$ cat src/sv/sensor_reading_compensation_core_macros.svh
// Assertion helpers, clocked on i_clk, disabled in reset.
`ifndef SENSOR_READING_COMPENSATION_CORE_MACROS_SVH
`define SENSOR_READING_COMPENSATION_CORE_MACROS_SVH

`define SRCC_ASSERT_SAME(lbl, ante, cons, msg) \
    lbl: assert property (@(posedge i_clk) disable iff (!i_rst_n) (ante) |-> (cons)) \
        else $error(msg);

`define SRCC_ASSERT_NEXT(lbl, ante, cons, msg) \
    lbl: assert property (@(posedge i_clk) disable iff (!i_rst_n) (ante) |=> (cons)) \
        else $error(msg);

`endif

$ cat src/sv/srcc_mul.sv
`default_nettype none
module srcc_mul (
    input  wire logic        i_clk,
    input  wire logic        i_rst_n,
    input  wire logic        i_start,
    input  wire logic [63:0] i_a,
    input  wire logic [63:0] i_b,
    output logic             o_done,
    output logic      [63:0] o_prod
);
    // low 64 bits of a*b from three 32x32 partial products
    logic        r_busy;
    logic [1:0]  r_ph;
    logic [63:0] r_a;
    logic [63:0] r_b;
    logic [63:0] r_acc;
    logic        r_done;
    logic [31:0] mx;
    logic [31:0] my;
    logic [63:0] mp;

    always_comb begin
        case (r_ph)
            2'd0:    begin mx = r_a[31:0];  my = r_b[31:0];  end
            2'd1:    begin mx = r_a[31:0];  my = r_b[63:32]; end
            default: begin mx = r_a[63:32]; my = r_b[31:0];  end
        endcase
    end

    assign mp = {32'd0, mx} * {32'd0, my};

    always_ff @(posedge i_clk) begin
        if (!i_rst_n) begin
            r_busy <= 1'b0;
            r_ph   <= 2'd0;
            r_done <= 1'b0;
        end else begin
            r_done <= 1'b0;
            if (i_start) begin
                r_busy <= 1'b1;
                r_ph   <= 2'd0;
            end else if (r_busy) begin
                r_ph <= r_ph + 2'd1;
                if (r_ph == 2'd2) begin
                    r_busy <= 1'b0;
                    r_done <= 1'b1;
                end
            end
        end
    end

    always_ff @(posedge i_clk) begin
        if (i_start) begin
            r_a <= i_a;
            r_b <= i_b;
        end
        if (r_busy) begin
            if (r_ph == 2'd0) begin
                r_acc <= mp;
            end else begin
                r_acc <= r_acc + {mp[31:0], 32'd0};
            end
        end
    end

    assign o_done = r_done;
    assign o_prod = r_acc;
endmodule
`default_nettype wire

$ cat config.mk
export PLATFORM = sky130hd
export DESIGN_NAME = srcc_mul
export DESIGN_NICKNAME = d
export VERILOG_FILES = /design/src/sv/sensor_reading_compensation_core_macros.svh /design/src/sv/srcc_mul.sv
export SDC_FILE = /design/constraint.sdc
export NUM_CORES = 2
export LEC_CHECK = 0
export ABC_CLOCK_PERIOD_IN_PS = 11370
export BUFFER_PORTS_ARGS = -buffer_cell sky130_fd_sc_hd__buf_2
export CAP_MARGIN = 30
export CORE_UTILIZATION = 40
export CTS_BUF_LIST = sky130_fd_sc_hd__clkbuf_2
export CTS_CLUSTER_DIAMETER = 120
export CTS_CLUSTER_SIZE = 24
export DETAILED_ROUTE_END_ITERATION = 16
export HOLD_SLACK_MARGIN = 0.03
export PLACE_DENSITY_LB_ADDON = 0.12
export SLEW_MARGIN = 20
export SYNTH_ARGS = -nofsm -noshare
export SYNTH_HDL_FRONTEND = slang
export SYNTH_SLANG_ARGS = --single-unit
$ cat constraint.sdc
create_clock -name i_clk -period 11.37 [get_ports i_clk]
set_clock_uncertainty 0.15 [all_clocks]
set_input_delay 1.7055 -clock i_clk [delete_from_list [all_inputs] [get_ports i_clk]]
set_output_delay 1.7055 -clock i_clk [all_outputs]
set_load 0.02 [all_outputs]
==> results.toml <==
[routing]
route.detailed.wl_per_inst_um = 23.8
vias_per_cell = 5.23
detailroute.via_count = 30500
met3RoutedLength_mm = 9.61
detail_route.wirelength_mm = 139
drt_drc_violations_left = 0
wirelength_met1_mm = 61.6
first_iter_violations = 2251
met2_wirelength_mm = 63.6
firstDrtPassIters = 6
maxUsedRoutingLayer = "met5"
drt.antenna.violating_nets = 0

[place]
count_of_buffers_inserted_at_the_top_level_ports = 195
place.detailed.instances = 5783
dp.final_hpwl_mm = 117
routabilityCongestion = 0.954
preCtsSetupSlack_ps = 1010

[synthesis]
syn_avg_cell_area_um2 = 9.51
postSynthCellCount = 4316
synthDominantCellAreaShare_pct = 43.8
synth_area_mm2 = 0.0410
synthAdderAreaFrac_pct = 52.9
synth_top_family_by_area = "adder cells"
postSynthNetCount = 5643
yosys_register_bits = 196
number_of_enable_type_register_cells_in_the_synthesized_netlist = 192
postSynth.asyncResetShare_pct = 0
synthXorXnorAreaFrac_pct = 1.77
synth_simple_gate_area_share_pct = 13.1
synth_compound_area_share_pct = 4.98
synthTopCellsByArea = "sky130_fd_sc_hd__fa_1, sky130_fd_sc_hd__edfxtp_1, sky130_fd_sc_hd__ha_1"
yosys.area.top_type = "sky130_fd_sc_hd__fa_1"
ys.warnings.count = 0
synth.lib_cells_used.distinct = 65
post_synthesis_mux_area_share_pct = 3.17
synth_flop_cell = "sky130_fd_sc_hd__edfxtp_1"
synth_seq_area_share_pct = 14.2

[timing]
totalNegativeSetupSlack_ps = 0
setup_repair_after_global_routing_missed_its_margin = "no"
timing.max_slew.rel_slack_pct = 32.1
count_of_final_setup_violators = 0
finalHoldViolations = 0
worst_slack_ps = 921
max_freq_mhz = 95.7
min_period_ps = 10450
hold_slack_ps = 410
layout_worst_path_cycle_share_pct = 91.9
final_max_slew_viols = 0
timing_worst_slew_pin_value_ps = 1020

[critical_path]
cpMostUsedCell = "sky130_fd_sc_hd__fa_1"
rrSetupSlack_ps = 920
endpoint_of_the_lowest_slack_register_to_register_path = "o_prod[62]$_DFFE_PP_"
cp_top_delay_family = "adder cells"
timing.critical_path.buf_inv = 5
critPathCaptureType = "flip-flop"
critical_path.endpoint = "o_prod[62]$_DFFE_PP_"
critPathKind = "reg -> reg"
critical-path-slowest-cell = "sky130_fd_sc_hd__mux2_2"
wp_depth = 34
critical_path_maximum_fanout = 29
cp_data_required_time_ps = 12300
worstSetupStartpointType = "flip-flop"
critical_path.startpoint = "r_ph[1]$_SDFFE_PP0P_"
critPathMaxStageDelay_ps = 640
worstPathArrival_ps = 11370
r2r_cells = 34
rr_startpoint = "r_ph[1]$_SDFFE_PP0P_"

[floorplanning]
total_die_area_mm2 = 0.104
placementRows = 117
start_util_pct = 40.3
placeableCoreArea_mm2 = 0.102
dieWidth_um = 322
ioPinCount = 196
die_y_um = 322

[global_route]
grt_start_max_net_pins = 70
grt_antenna_before_repair = 7
grt_pass1_wl_mm = 208
via_count_of_the_first_global_routing_pass = 31700
globalRouteOverflowTotal = 0
grt.total_usage_pct = 27.7

[clocking]
htree_num_levels = 4
ctsResizeCount = 0
clock-root-buffer = "sky130_fd_sc_hd__clkbuf_2"
clk_pin_slew_worst_paths_ps = 410
cts_tree = "yes"
cts_max_path_buffers = 2
numCtsBuffers = 17
worst_skew_pair.late_latency_ps = 1280
numClockSinks = 196
cts-hold-fix-buffers = 0
post-cts-setup-buffers = 0

[final_layout]
final.fill_count = 10100
areaGrowthSynthToFinish_pct = 7.83
nNetsFinal = 5762
layoutNonFillerInstCount = 5825
drive_gt1_share_pct = 9.64
sequential_cell_area_mm2 = 0.00585
multiInputGateArea_mm2 = 0.0313

[hold_path]
hold_class = "in -> reg"

[flow_run]
maxCapViolations = 0

[outcome]
result_of_the_run = "complete, no violations"
cell usage after synthesis (all sizes together) (2+ instances only):
library cell	n
o211ai	11
nand3	27
o221ai	2
xnor2	48
mux2	64
nor2	418
nand2b	16
edfxtp	192
mux2i	58
a21oi	113
a21o	50
nor2b	14
and2	52
o21a	13
fa	897
a31o	2
a2111oi	4
or3	5
dfxtp	4
or2	6
o221a	2
a31oi	11
xor2	35
clkbuf	187
nor3b	3
o21ai	60
nor4	4
a41o	2
a21boi	4
a221oi	3
o31a	3
a41oi	2
ha	299
o21bai	6
buf	13
nand2	731
and3	6
a211oi	12
nand4	21
inv	873
nor3	15
o31ai	13
routing by layer:
layer,up-vias,global-route usage [%]
met4,2,8.05
met3,150,4.11
met5,-,0
met2,1123,43.5
met1,15900,39.8
li1,13300,-
logic make-up (layout without fill, tap and decap cells):
logic type / count (synthesis) / in the layout
mux: 122 / 122
buf+inv: 1073 / 1205
other cells: 0 / 9
compound gates: 322 / 322
xor+xnor: 83 / 83
fa+ha+maj: 1196 / 1196
simple gates: 1324 / 1324
flops: 196 / 196
worst min-delay path by stage:
stage | startpoint | endpoint | slack [ps] | depth (start not counted)
2_1_floorplan | r_ph[1]$_SDFFE_PP0P_ | r_ph[1]$_SDFFE_PP0P_ | 340 | 2
3_3_place_gp | r_ph[1]$_SDFFE_PP0P_ | r_ph[1]$_SDFFE_PP0P_ | 360 | 2
3_5_place_dp | r_ph[1]$_SDFFE_PP0P_ | r_ph[1]$_SDFFE_PP0P_ | 380 | 2
4_1_cts | i_b[45] | r_b[45]$_DFFE_PP_ | 270 | 1
5_1_grt | i_a[20] | r_a[20]$_DFFE_PP_ | 330 | 1
6_report | i_a[12] | r_a[12]$_DFFE_PP_ | 410 | 1
per-stage QoR:
| stage | utilization, % | area (µm²) |
|---|---|---|
| 5_1_grt | 43.5 | 44200 |
| 3_5_place_dp | 43.2 | 43900 |
| 2_1_floorplan | - | 41000 |
| 3_3_place_gp | 43.2 | 43900 |
| 4_1_cts | 43.5 | 44200 |
| 6_report | 43.5 | 44200 |
final cells by class:
class                           instances  share of cell area [%]
Tap cell                             1368                    3.87
Clock inverter                         15                   0.481
Multi-Input combinational cell       3047                    70.7
Antenna cell                            9                  0.0509
Sequential cell                       196                    13.2
Inverter                              873                    7.41
Clock buffer                           17                   0.192
Timing Repair Buffer                  300                    4.06
state kept, by name, indices dropped and copies added, names as in the netlist:
register / flops
r_ph: 2
o_done: 1
r_b: 64
r_a: 64
r_busy: 1
o_prod: 64
placed cells by master (no fill, tap or decap), types with 32 or more instances in the layout:
cell type	n
sky130_fd_sc_hd__a21o_1	50
sky130_fd_sc_hd__a21oi_1	112
sky130_fd_sc_hd__and2_1	52
sky130_fd_sc_hd__buf_2	194
sky130_fd_sc_hd__buf_4	103
sky130_fd_sc_hd__edfxtp_1	192
sky130_fd_sc_hd__fa_1	897
sky130_fd_sc_hd__ha_1	297
sky130_fd_sc_hd__inv_1	873
sky130_fd_sc_hd__mux2_2	64
sky130_fd_sc_hd__mux2i_1	39
sky130_fd_sc_hd__nand2_1	730
sky130_fd_sc_hd__nor2_1	417
sky130_fd_sc_hd__o21ai_1	32
sky130_fd_sc_hd__xnor2_1	48
sky130_fd_sc_hd__xor2_1	35
Power is not shown: default switching activity piles up to over one toggle a cycle in this logic, so the estimate is an artifact.
