===== config.mk =====
export PLATFORM = sky130hd
export DESIGN_NAME = srcc_div
export DESIGN_NICKNAME = d
export VERILOG_FILES = /design/src/sv/sensor_reading_compensation_core_macros.svh /design/src/sv/srcc_div.sv
export SDC_FILE = /design/constraint.sdc
export NUM_CORES = 1
export LEC_CHECK = 0
export ABC_AREA = 1
export ABC_CLOCK_PERIOD_IN_PS = 5200
export BUFFER_PORTS_ARGS = -buffer_cell sky130_fd_sc_hd__buf_2
export CORE_MARGIN = 5
export CORE_UTILIZATION = 41
export CTS_BUF_LIST = sky130_fd_sc_hd__clkbuf_4 sky130_fd_sc_hd__clkbuf_8 sky130_fd_sc_hd__clkbuf_16
export DETAILED_ROUTE_END_ITERATION = 10
export GPL_TIMING_DRIVEN = 0
export SYNTH_ARGS = -nofsm -noshare
export SYNTH_HDL_FRONTEND = slang
export SYNTH_SLANG_ARGS = --single-unit

===== constraint.sdc =====
create_clock -name i_clk -period 5.2 [get_ports i_clk]
set_input_delay 0 -clock i_clk [delete_from_list [all_inputs] [get_ports i_clk]]
set_output_delay 0 -clock i_clk [all_outputs]
set_load 0.05 [all_outputs]

===== src/sv/sensor_reading_compensation_core_macros.svh =====
// Assertion helpers, clocked on i_clk, disabled in reset.
`ifndef SENSOR_READING_COMPENSATION_CORE_MACROS_SVH
`define SENSOR_READING_COMPENSATION_CORE_MACROS_SVH

`define SRCC_ASSERT_SAME(lbl, ante, cons, msg) \
    lbl: assert property (@(posedge i_clk) disable iff (!i_rst_n) (ante) |-> (cons)) \
        else $error(msg);

`define SRCC_ASSERT_NEXT(lbl, ante, cons, msg) \
    lbl: assert property (@(posedge i_clk) disable iff (!i_rst_n) (ante) |=> (cons)) \
        else $error(msg);

`endif


===== src/sv/srcc_div.sv =====
`default_nettype none
module srcc_div (
    input  wire logic        i_clk,
    input  wire logic        i_rst_n,
    input  wire logic        i_start,
    input  wire logic [63:0] i_num,
    input  wire logic [63:0] i_den,
    output logic             o_done,
    output logic      [63:0] o_quot
);
    // signed 64-bit divide, truncating, one quotient bit per cycle
    logic        r_busy;
    logic        r_done;
    logic [5:0]  r_cnt;
    logic        r_neg;
    logic [63:0] r_rem;
    logic [63:0] r_q;
    logic [63:0] r_den;
    logic [64:0] rem_sh;
    logic [64:0] rem_sub;
    logic        fits;

    assign rem_sh  = {r_rem, r_q[63]};
    assign rem_sub = rem_sh - {1'b0, r_den};
    assign fits    = !rem_sub[64];

    always_ff @(posedge i_clk) begin
        if (!i_rst_n) begin
            r_busy <= 1'b0;
            r_done <= 1'b0;
            r_cnt  <= 6'd0;
        end else begin
            r_done <= 1'b0;
            if (i_start) begin
                r_busy <= 1'b1;
                r_cnt  <= 6'd63;
            end else if (r_busy) begin
                r_cnt <= r_cnt - 6'd1;
                if (r_cnt == 6'd0) begin
                    r_busy <= 1'b0;
                    r_done <= 1'b1;
                end
            end
        end
    end

    always_ff @(posedge i_clk) begin
        if (i_start) begin
            r_neg <= i_num[63] ^ i_den[63];
            r_rem <= 64'd0;
            r_q   <= i_num[63] ? (~i_num + 64'd1) : i_num;
            r_den <= i_den[63] ? (~i_den + 64'd1) : i_den;
        end else if (r_busy) begin
            r_rem <= fits ? rem_sub[63:0] : rem_sh[63:0];
            r_q   <= {r_q[62:0], fits};
        end
    end

    assign o_done = r_done;
    assign o_quot = r_neg ? (~r_q + 64'd1) : r_q;
endmodule
`default_nettype wire


==> implementation parameters, run 1 <==
Parameter                              Value

Run status
  Run status ... finished clean

Route
  Detailed-route wire length ... 81200 um
  Iteration count of the initial detailed-routing pass ... 6
  Post-detailed-route via-to-cell ratio ... 4.95
  Number of antenna-violating nets in the routed design ... 0
  Wire length per cell ... 18.3 um
  Remaining routing DRC violations ... 0
  Via Count ... 22010
  DRC marker count from the first detailed-route iteration ... 1637

Clocking
  Clock Latency Late Sink ... 0.55 ns
  Largest buffer count on any clock path ... 3
  Number of levels the H-tree was split into ... 1
  TritonCTS clock tree ... yes
  Post-CTS resize count ... 0
  Master cell of the clock root buffer ... sky130_fd_sc_hd__clkbuf_16
  Clock slew at the register clock pins of the worst setup and hold paths ... 0.06 ns
  Number of buffers inserted during clock tree synthesis ... 26
  Clock sinks ... 201

Logic synthesis
  Post-synthesis xor/xnor area fraction ... 8.16%
  Cell taking the most area after synthesis ... sky130_fd_sc_hd__nand2_1
  Multiplexer fraction of the synthesized cell area ... 0%
  Count of synthesis-stage warnings from yosys ... 0
  Area share of the leading cell type in the synthesized netlist ... 20.8%
  Synth top cells by count ... sky130_fd_sc_hd__nand2_1, sky130_fd_sc_hd__inv_1, sky130_fd_sc_hd__nor2_1
  FFs w/ async S/R, synth ... 0%
  Most repeated cell in the gate-level netlist after synthesis ... sky130_fd_sc_hd__nand2_1
  Post-synthesis share of cell area spent on and, or, nand and nor gates ... 41.5%
  Number of distinct library cells after synthesis ... 47
  Average cell area after synthesis ... 6.07 um2
  Synthesized Nets ... 3597
  Biggest area contributors in the synthesized netlist ... sky130_fd_sc_hd__nand2_1, sky130_fd_sc_hd__edfxtp_1, sky130_fd_sc_hd__inv_1, sky130_fd_sc_hd__dfxtp_1, sky130_fd_sc_hd__nor2_1
  Synthesis-stage register bit count ... 201
  Fraction of the mapped netlist area in compound gates ... 6.31%
  Synthesized instance count ... 3396
  Arithmetic-cell share of the synthesized area counting full adders, half adders and majority gates ... 4.29%
  Number of synthesized flops with an enable pin ... 129
  Post-synthesis instance area ... 20600 um2
  Combinational family with the most area after synthesis ... simple AND/OR/NAND/NOR gates
  Sequential element share of the synthesized area ... 25.8%
  Top FF cell, synth ... sky130_fd_sc_hd__edfxtp_1

Power and ir drop
  Part of the power in the clock network ... 34.5%
  Worst ir drop on vdd ... 0.187 mV
  Switch share ... 37.2%
  Pint ... 3.49 mW
  Leakage power total ... 12.6 nW
  Sequential share of power ... 35.0%
  Combinational share of power ... 30.6%
  Power per unit of standard cell area ... 226 nW/um2
  Net switching power figure ... 2.07 mW

STA
  Slew @ Worst Pin ... 0.869 ns
  Max transition margin ... 42.1%
  Final hold slack ... 0.0427 ns
  Number of slew-limit violations in the final report ... 0
  Fmax achieved ... 286 MHz
  Clock period minus final worst setup slack ... 3.50 ns
  Final hold violation count ... 0
  Layout Skew ... 0.0243 ns
  Ratio of final minimum period to clock period ... 67.3%
  Final TNS setup ... 0 ns
  RSZ-0062 raised after global routing ... no
  Final setup viols ... 0

Floorplanning
  Core box area ... 50000 um2
  Die outline area ... 54800 um2
  Initial core utilization ... 41.2%
  Die outline height ... 234 um
  Io pins ... 196
  Horizontal extent of the die ... 234 um
  Row count ... 82

Setup path
  Category of the worst setup path launch point ... register
  Crit-path leading delay family ... simple AND/OR/NAND/NOR gates
  Series of cell instances along the critical path ... inv_1 -> ha_1 -> nand2_1 -> nor2_2 -> inv_2 -> nor2_2 -> nand2_1 -> nor2_1 -> nand3_1 -> nand2_1 -> o21ai_0 -> nor2_1 -> xor2_1 -> buf_2
  Required time of the critical path ... 5.20 ns
  Delay of the slowest critical-path stage ... 0.40 ns
  Maximum fanout count along the critical path ... 4
  Worst Path Buf+Inv ... 3
  Slowest cell on the critical path ... sky130_fd_sc_hd__edfxtp_1
  Cell seen most often among critical-path stages ... sky130_fd_sc_hd__nand2_1
  Endpoint class of the critical path ... output port
  Class of the most critical setup path ... reg -> out
  Data arrival time at the worst-slack endpoint ... 3.50 ns

Global routing
  Vias in the first global route ... 21665
  Global route overflow ... 0
  First-pass GRT wire length ... 122000 um
  Antenna violations before repair ... 8
  Maximum number of pins on one net before global-route repair ... 70
  Overall fraction of global-route tracks in use ... 29.0%

Place
  Placed Instance Area ... 22400 um2
  Number of placed instances, taps included ... 4264
  HPWL after DPL ... 67700 um
  I/O Buffers ... 195
  Placer's final routability congestion estimate ... 0.980

Run
  Maximum capacitance violations ... 0

Min path
  Path category of the worst min-delay check ... in -> reg

Cells and area
  Layout overhead on the synthesized area ... 19.6%
  Fin cells ... 4445
  Share of cells above drive strength 1 ... 10.8%
  Total non-filler cell area in the finished layout ... 24600 um2
  Number of nets in the finished design ... 3947
  Core Util, Final ... 49.3%
  Fill count ... 5436
flip-flops by register name, summed over array words and instances (netlist names):
register and cells:
o_done 1, r_den 64, r_busy 1, r_cnt 6, r_rem 64, r_neg 1
r_q 64
placed cells by master, fill, tap and decap left out, types with 11 or more instances in the layout:
master / count
sky130_fd_sc_hd__nor2_2: 11
sky130_fd_sc_hd__ha_1: 69
sky130_fd_sc_hd__o21ai_0: 132
sky130_fd_sc_hd__nor4_1: 16
sky130_fd_sc_hd__nor3_1: 56
sky130_fd_sc_hd__nand3_2: 31
sky130_fd_sc_hd__nand4_1: 54
sky130_fd_sc_hd__inv_1: 657
sky130_fd_sc_hd__nor2_1: 350
sky130_fd_sc_hd__dlygate4sd3_1: 126
sky130_fd_sc_hd__a21oi_1: 68
sky130_fd_sc_hd__dfxtp_1: 72
sky130_fd_sc_hd__clkbuf_1: 39
sky130_fd_sc_hd__nand2_1: 1143
sky130_fd_sc_hd__nand2_2: 39
sky130_fd_sc_hd__xor2_1: 134
sky130_fd_sc_hd__nand2_4: 34
sky130_fd_sc_hd__o31ai_1: 12
sky130_fd_sc_hd__xnor2_1: 58
sky130_fd_sc_hd__buf_2: 202
sky130_fd_sc_hd__clkbuf_16: 27
sky130_fd_sc_hd__edfxtp_1: 129
sky130_fd_sc_hd__nand3_1: 197
path summary, 6_finish.rpt:
check | from | endpoint | slack [ns] | depth (start not counted)
setup / recovery | r_q[0] | o_quot[52] | 1.70 | 14
hold / removal | i_den[58] | r_den[58] | 0.04 | 3
setup reg to reg | r_q[63] | r_rem[52] | 1.91 | 21
hold reg to reg | r_cnt[0] | r_cnt[0] | 0.45 | 1
cell type report:
| class | instances | area (um2) | area share, % |
|---|---|---|---|
| multi-input combinational | 2464 | 12400 | 50.4 |
| sequential | 201 | 5320 | 21.6 |
| inverter | 667 | 2500 | 10.2 |
| timing repair buffer | 322 | 2260 | 9.17 |
| tap | 672 | 841 | 3.41 |
| clock buffer | 31 | 706 | 2.86 |
| buffer | 64 | 363 | 1.47 |
| clock inverter | 16 | 204 | 0.828 |
| antenna | 8 | 20.0 | 0.0813 |
repair_timing:
action | in CTS | in global routing
hold endpoints to repair | 131 | 0
buffers inserted | 0 | 0
hold buffers | 126 | 0
through the flow:
stage | setup WS [ns] | total power [mW]
2_1_floorplan | 2.68 | 3.02
3_3_place_gp | 0.478 | 3.57
3_5_place_dp | 1.91 | 3.57
4_1_cts | 1.64 | 5.59
5_1_grt | 1.44 | 5.81
6_report | 1.70 | 5.56
power by group through the flow:
| stage | logic (mW) | clock network [mW] | registers [mW] |
|---|---|---|---|
| finish | 1.70 | 1.92 | 1.94 |
| CTS | 1.68 | 1.96 | 1.94 |
| global route | 1.83 | 2.03 | 1.96 |
| floorplan | 1.08 | 0 | 1.94 |
| global placement | 1.60 | 0 | 1.97 |
| detailed placement | 1.59 | 0 | 1.97 |
worst register-to-register path: cells and delay by family, from the launching register on:
kind,cells,cell delay (ns)
adders and majority gates,2,0.68
and+or+nand+nor,15,1.42
DFF,1,0.39
buffers and inverters,4,0.69
cells by family (layout without fill, tap and decap cells):
| family | Yosys count | count (layout) |
|---|---|---|
| and+or+nand+nor | 1962 | 1962 |
| buffers and inverters | 731 | 1100 |
| AOI/OAI and AO/OA | 240 | 240 |
| DFF | 201 | 201 |
| xor gates and xnor gates | 192 | 192 |
| adders and majority gates | 70 | 70 |
| other | 0 | 8 |
metal layers:
metal | vias to the layer above | track usage, % | routed length [um]
li1 | 11199 | - | -
met1 | 9897 | 35.4 | 33700
met2 | 716 | 50.9 | 38800
met3 | 196 | 3.54 | 4270
met4 | 2 | 13.5 | 4510
met5 | - | 0 | 13
Power figures use the tool's default switching activity.
==> run 2: changes to the inputs <==
--- a/config.mk
+++ b/config.mk
@@ -6,7 +6,7 @@
 export NUM_CORES = 1
 export LEC_CHECK = 0
 export ABC_AREA = 1
-export ABC_CLOCK_PERIOD_IN_PS = 5200
+export ABC_CLOCK_PERIOD_IN_PS = 3400
 export BUFFER_PORTS_ARGS = -buffer_cell sky130_fd_sc_hd__buf_2
 export CORE_MARGIN = 5
 export CORE_UTILIZATION = 41
==> constraint.sdc (replaced) <==
create_clock -name i_clk -period 3.4 [get_ports i_clk]
set_input_delay 0 -clock i_clk [delete_from_list [all_inputs] [get_ports i_clk]]
set_output_delay 0 -clock i_clk [all_outputs]
set_load 0.05 [all_outputs]
==> run 2 against run 1 <==
- sequential power increased by 53%
- worst setup slack got worse by 1.6 ns
- flip-flop and latch count unchanged
- sequential share of layout area decreased by 0.061 points
- cell area increased by 0.28%
- die area unchanged
- critical endpoint is now o_quot[48]
- largest cell class unchanged
- critical path type unchanged
==> implementation parameters, run 2 (synthesis results as in run 1) <==
Parameter                              Value

Setup path
  Class of the most critical setup path ... reg -> out
  Register-to-Register Setup Slack ... 0.16 ns
  Worst Path Buf+Inv ... 4
  Data arrival time at the worst-slack endpoint ... 3.27 ns
  Maximum fanout count along the critical path ... 10
  Cell seen most often among critical-path stages ... sky130_fd_sc_hd__clkbuf_1
  R2R cell count ... 21
  Required time of the critical path ... 3.40 ns
  Worst reg2reg startpoint ... r_q[63]
  Critical Path Start ... r_neg
  Delay of the slowest critical-path stage ... 0.63 ns
  Slowest cell on the critical path ... sky130_fd_sc_hd__clkbuf_1
  Series of cell instances along the critical path ... clkbuf_1 -> clkbuf_1 -> clkbuf_1 -> nand2_1 -> o21ai_0 -> buf_2
  Endpoint of the most critical setup path ... o_quot[48]
  Crit-path leading delay family ... buffers and inverters
  Number of logic stages on the critical path including buffering ... 6
  Endpoint class of the critical path ... output port
  Reg2reg end ... r_rem[52]
  Category of the worst setup path launch point ... register

Global routing
  Global Route met2 Usage ... 50.9%
  Met1 usage in global routing ... 35.4%
  First-pass GRT wire length ... 122000 um
  Antenna violations before repair ... 8
  Global-route track usage on met3 ... 3.54%
  Overall fraction of global-route tracks in use ... 29.0%
  Global route overflow ... 0
  Grt peak-use layer ... met2
  Vias in the first global route ... 21665
  Maximum number of pins on one net before global-route repair ... 70

Power and ir drop
  Leakage power total ... 12.6 nW
  Worst ir drop on vdd ... 0.287 mV
  Net switching power figure ... 3.17 mW
  Switch share ... 37.2%
  Power per unit of standard cell area ... 345 nW/um2
  Part of the power in the clock network ... 34.4%
  Pint ... 5.34 mW
  Combinational share of power ... 30.7%
  Sequential share of power ... 34.9%

STA
  RSZ-0062 raised after global routing ... no
  Ratio of final minimum period to clock period ... 96.1%
  Final hold violation count ... 0
  Number of slew-limit violations in the final report ... 0
  Clock period minus final worst setup slack ... 3.27 ns
  Max transition margin ... 41.2%
  Fmax achieved ... 306 MHz
  Layout Skew ... 0.0262 ns
  Final setup viols ... 0
  Final hold slack ... 0.0520 ns
  Slew @ Worst Pin ... 0.882 ns

Place
  HPWL after DPL ... 67700 um
  I/O Buffers ... 195
  Placer's final routability congestion estimate ... 0.980

Cells and area
  Core Util, Final ... 49.5%
  Fill count ... 5433
  Number of nets in the finished design ... 3950
  Registers with the most flip-flops ... r_den x64, r_q x64, r_rem x64
  Share of cells above drive strength 1 ... 10.9%
  Leading cell type in the layout, fill and taps excluded ... sky130_fd_sc_hd__nand2_1
  Most frequent cells in the layout ... sky130_fd_sc_hd__nand2_1, sky130_fd_sc_hd__inv_1, sky130_fd_sc_hd__nor2_1, sky130_fd_sc_hd__buf_2, sky130_fd_sc_hd__nand3_1
  Layout overhead on the synthesized area ... 19.9%

Clocking
  Clock Latency Late Sink ... 0.55 ns
  Number of buffers inserted during clock tree synthesis ... 26
  Clock slew at the register clock pins of the worst setup and hold paths ... 0.06 ns
  Master cell of the clock root buffer ... sky130_fd_sc_hd__clkbuf_16
  Clock sinks ... 201
  Largest buffer count on any clock path ... 3
  TritonCTS clock tree ... yes
  Number of levels the H-tree was split into ... 1

Floorplanning
  Row count ... 82
  Core box area ... 50000 um2
  Io pins ... 196
  Initial core utilization ... 41.2%
  Die outline height ... 234 um
  Horizontal extent of the die ... 234 um
  Die outline area ... 54800 um2

Run status
  Run status ... finished clean

Route
  Post-detailed-route via-to-cell ratio ... 4.98
  Detailed-route wire length ... 81500 um
  Number of antenna-violating nets in the routed design ... 0
  Wire length per cell ... 18.3 um
  Remaining routing DRC violations ... 0
  Iteration count of the initial detailed-routing pass ... 6
  DRC marker count from the first detailed-route iteration ... 1589
  Via Count ... 22141

Min path
  Path category of the worst min-delay check ... in -> reg

Run
  Maximum capacitance violations ... 0
-- run 2: cell types whose count changed in the layout (fill, tap and decap cells not counted), sizes merged --
cell   change
buf        +3
diode      +1
-- run 2: through the flow --
stage          setup WS [ns]  std cells  cell area [um2]  setup TNS [ns]  power (mW)
3_5_place_dp           0.110       4264            22400               0        5.45
4_1_cts               0.0322       4437            24600               0        8.55
5_1_grt              0.00465       4442            24700               0        8.90
3_3_place_gp           -1.32       4263            22400          -85.10        5.46
6_report               0.132       4449            24700               0        8.51
2_1_floorplan          0.885       3396            20600               0        4.62
-- run 2: cell type report --
type | instances | area [um2] | area share [%]
well taps | 672 | 841 | 3.40
inverters | 667 | 2500 | 10.1
plain buffers | 64 | 374 | 1.51
repair buffers | 325 | 2290 | 9.26
multi-input cells | 2464 | 12500 | 50.4
diodes | 9 | 22.5 | 0.0911
clock buffers | 31 | 706 | 2.86
flip-flops and latches | 201 | 5320 | 21.5
clock inverters | 16 | 204 | 0.825
-- run 2: timing repair --
action	4_1_cts	5_1_grt
endpoints found under the hold margin	131	0
buffers inserted	0	3
gates resized for setup	5	7
endpoints found under the setup margin	4	36
hold buffers	126	0
pin swaps	0	5
-- run 2: worst min-delay path by stage --
stage | from | endpoint | slack [ns] | depth (start not counted)
6_report | i_den[58] | r_den[58] | 0.05 | 3
5_1_grt | i_den[58] | r_den[58] | 0.04 | 3
4_1_cts | i_den[58] | r_den[63] | 0.01 | 6
3_5_place_dp | i_rst_n | r_cnt[4] | 0.25 | 3
3_3_place_gp | i_rst_n | r_cnt[4] | 0.26 | 3
2_1_floorplan | i_den[0] | r_den[0] | 0.1 | 0
-- run 2: per-layer routing --
layer / vias up / share of wire, %
li1: 11212 / -
met1: 9963 / 41
met2: 754 / 48
met3: 210 / 5.3
met4: 2 / 5.7
met5: - / 0.0098
-- run 2: worst reg2reg max path: stages, from the launching register on --
cell	delay, ns
sky130_fd_sc_hd__edfxtp_1	0.39
sky130_fd_sc_hd__inv_1	0.14
sky130_fd_sc_hd__ha_1	0.27
sky130_fd_sc_hd__fa_1	0.42
sky130_fd_sc_hd__inv_1	0.13
sky130_fd_sc_hd__nand2_1	0.06
sky130_fd_sc_hd__nand2_1	0.07
sky130_fd_sc_hd__nand3_1	0.08
sky130_fd_sc_hd__nand2_2	0.16
sky130_fd_sc_hd__nand2_1	0.12
sky130_fd_sc_hd__nand2_4	0.14
sky130_fd_sc_hd__nand2_2	0.06
sky130_fd_sc_hd__nand2_2	0.11
sky130_fd_sc_hd__nand2_4	0.08
sky130_fd_sc_hd__nand2_4	0.08
sky130_fd_sc_hd__nand2_4	0.10
sky130_fd_sc_hd__nand2_4	0.14
sky130_fd_sc_hd__buf_8	0.18
sky130_fd_sc_hd__buf_8	0.21
sky130_fd_sc_hd__nand2_2	0.07
sky130_fd_sc_hd__nand3_1	0.07
sky130_fd_sc_hd__nand2_1	0.05
-- run 2: power by group through the flow --
stage	registers (mW)	logic, mW	clock network, mW
after floorplan	2.96	1.65	0
after global placement	3.02	2.44	0
after detailed placement	3.02	2.44	0
after CTS	2.97	2.58	3.01
after global routing	2.99	2.80	3.11
final	2.97	2.61	2.93
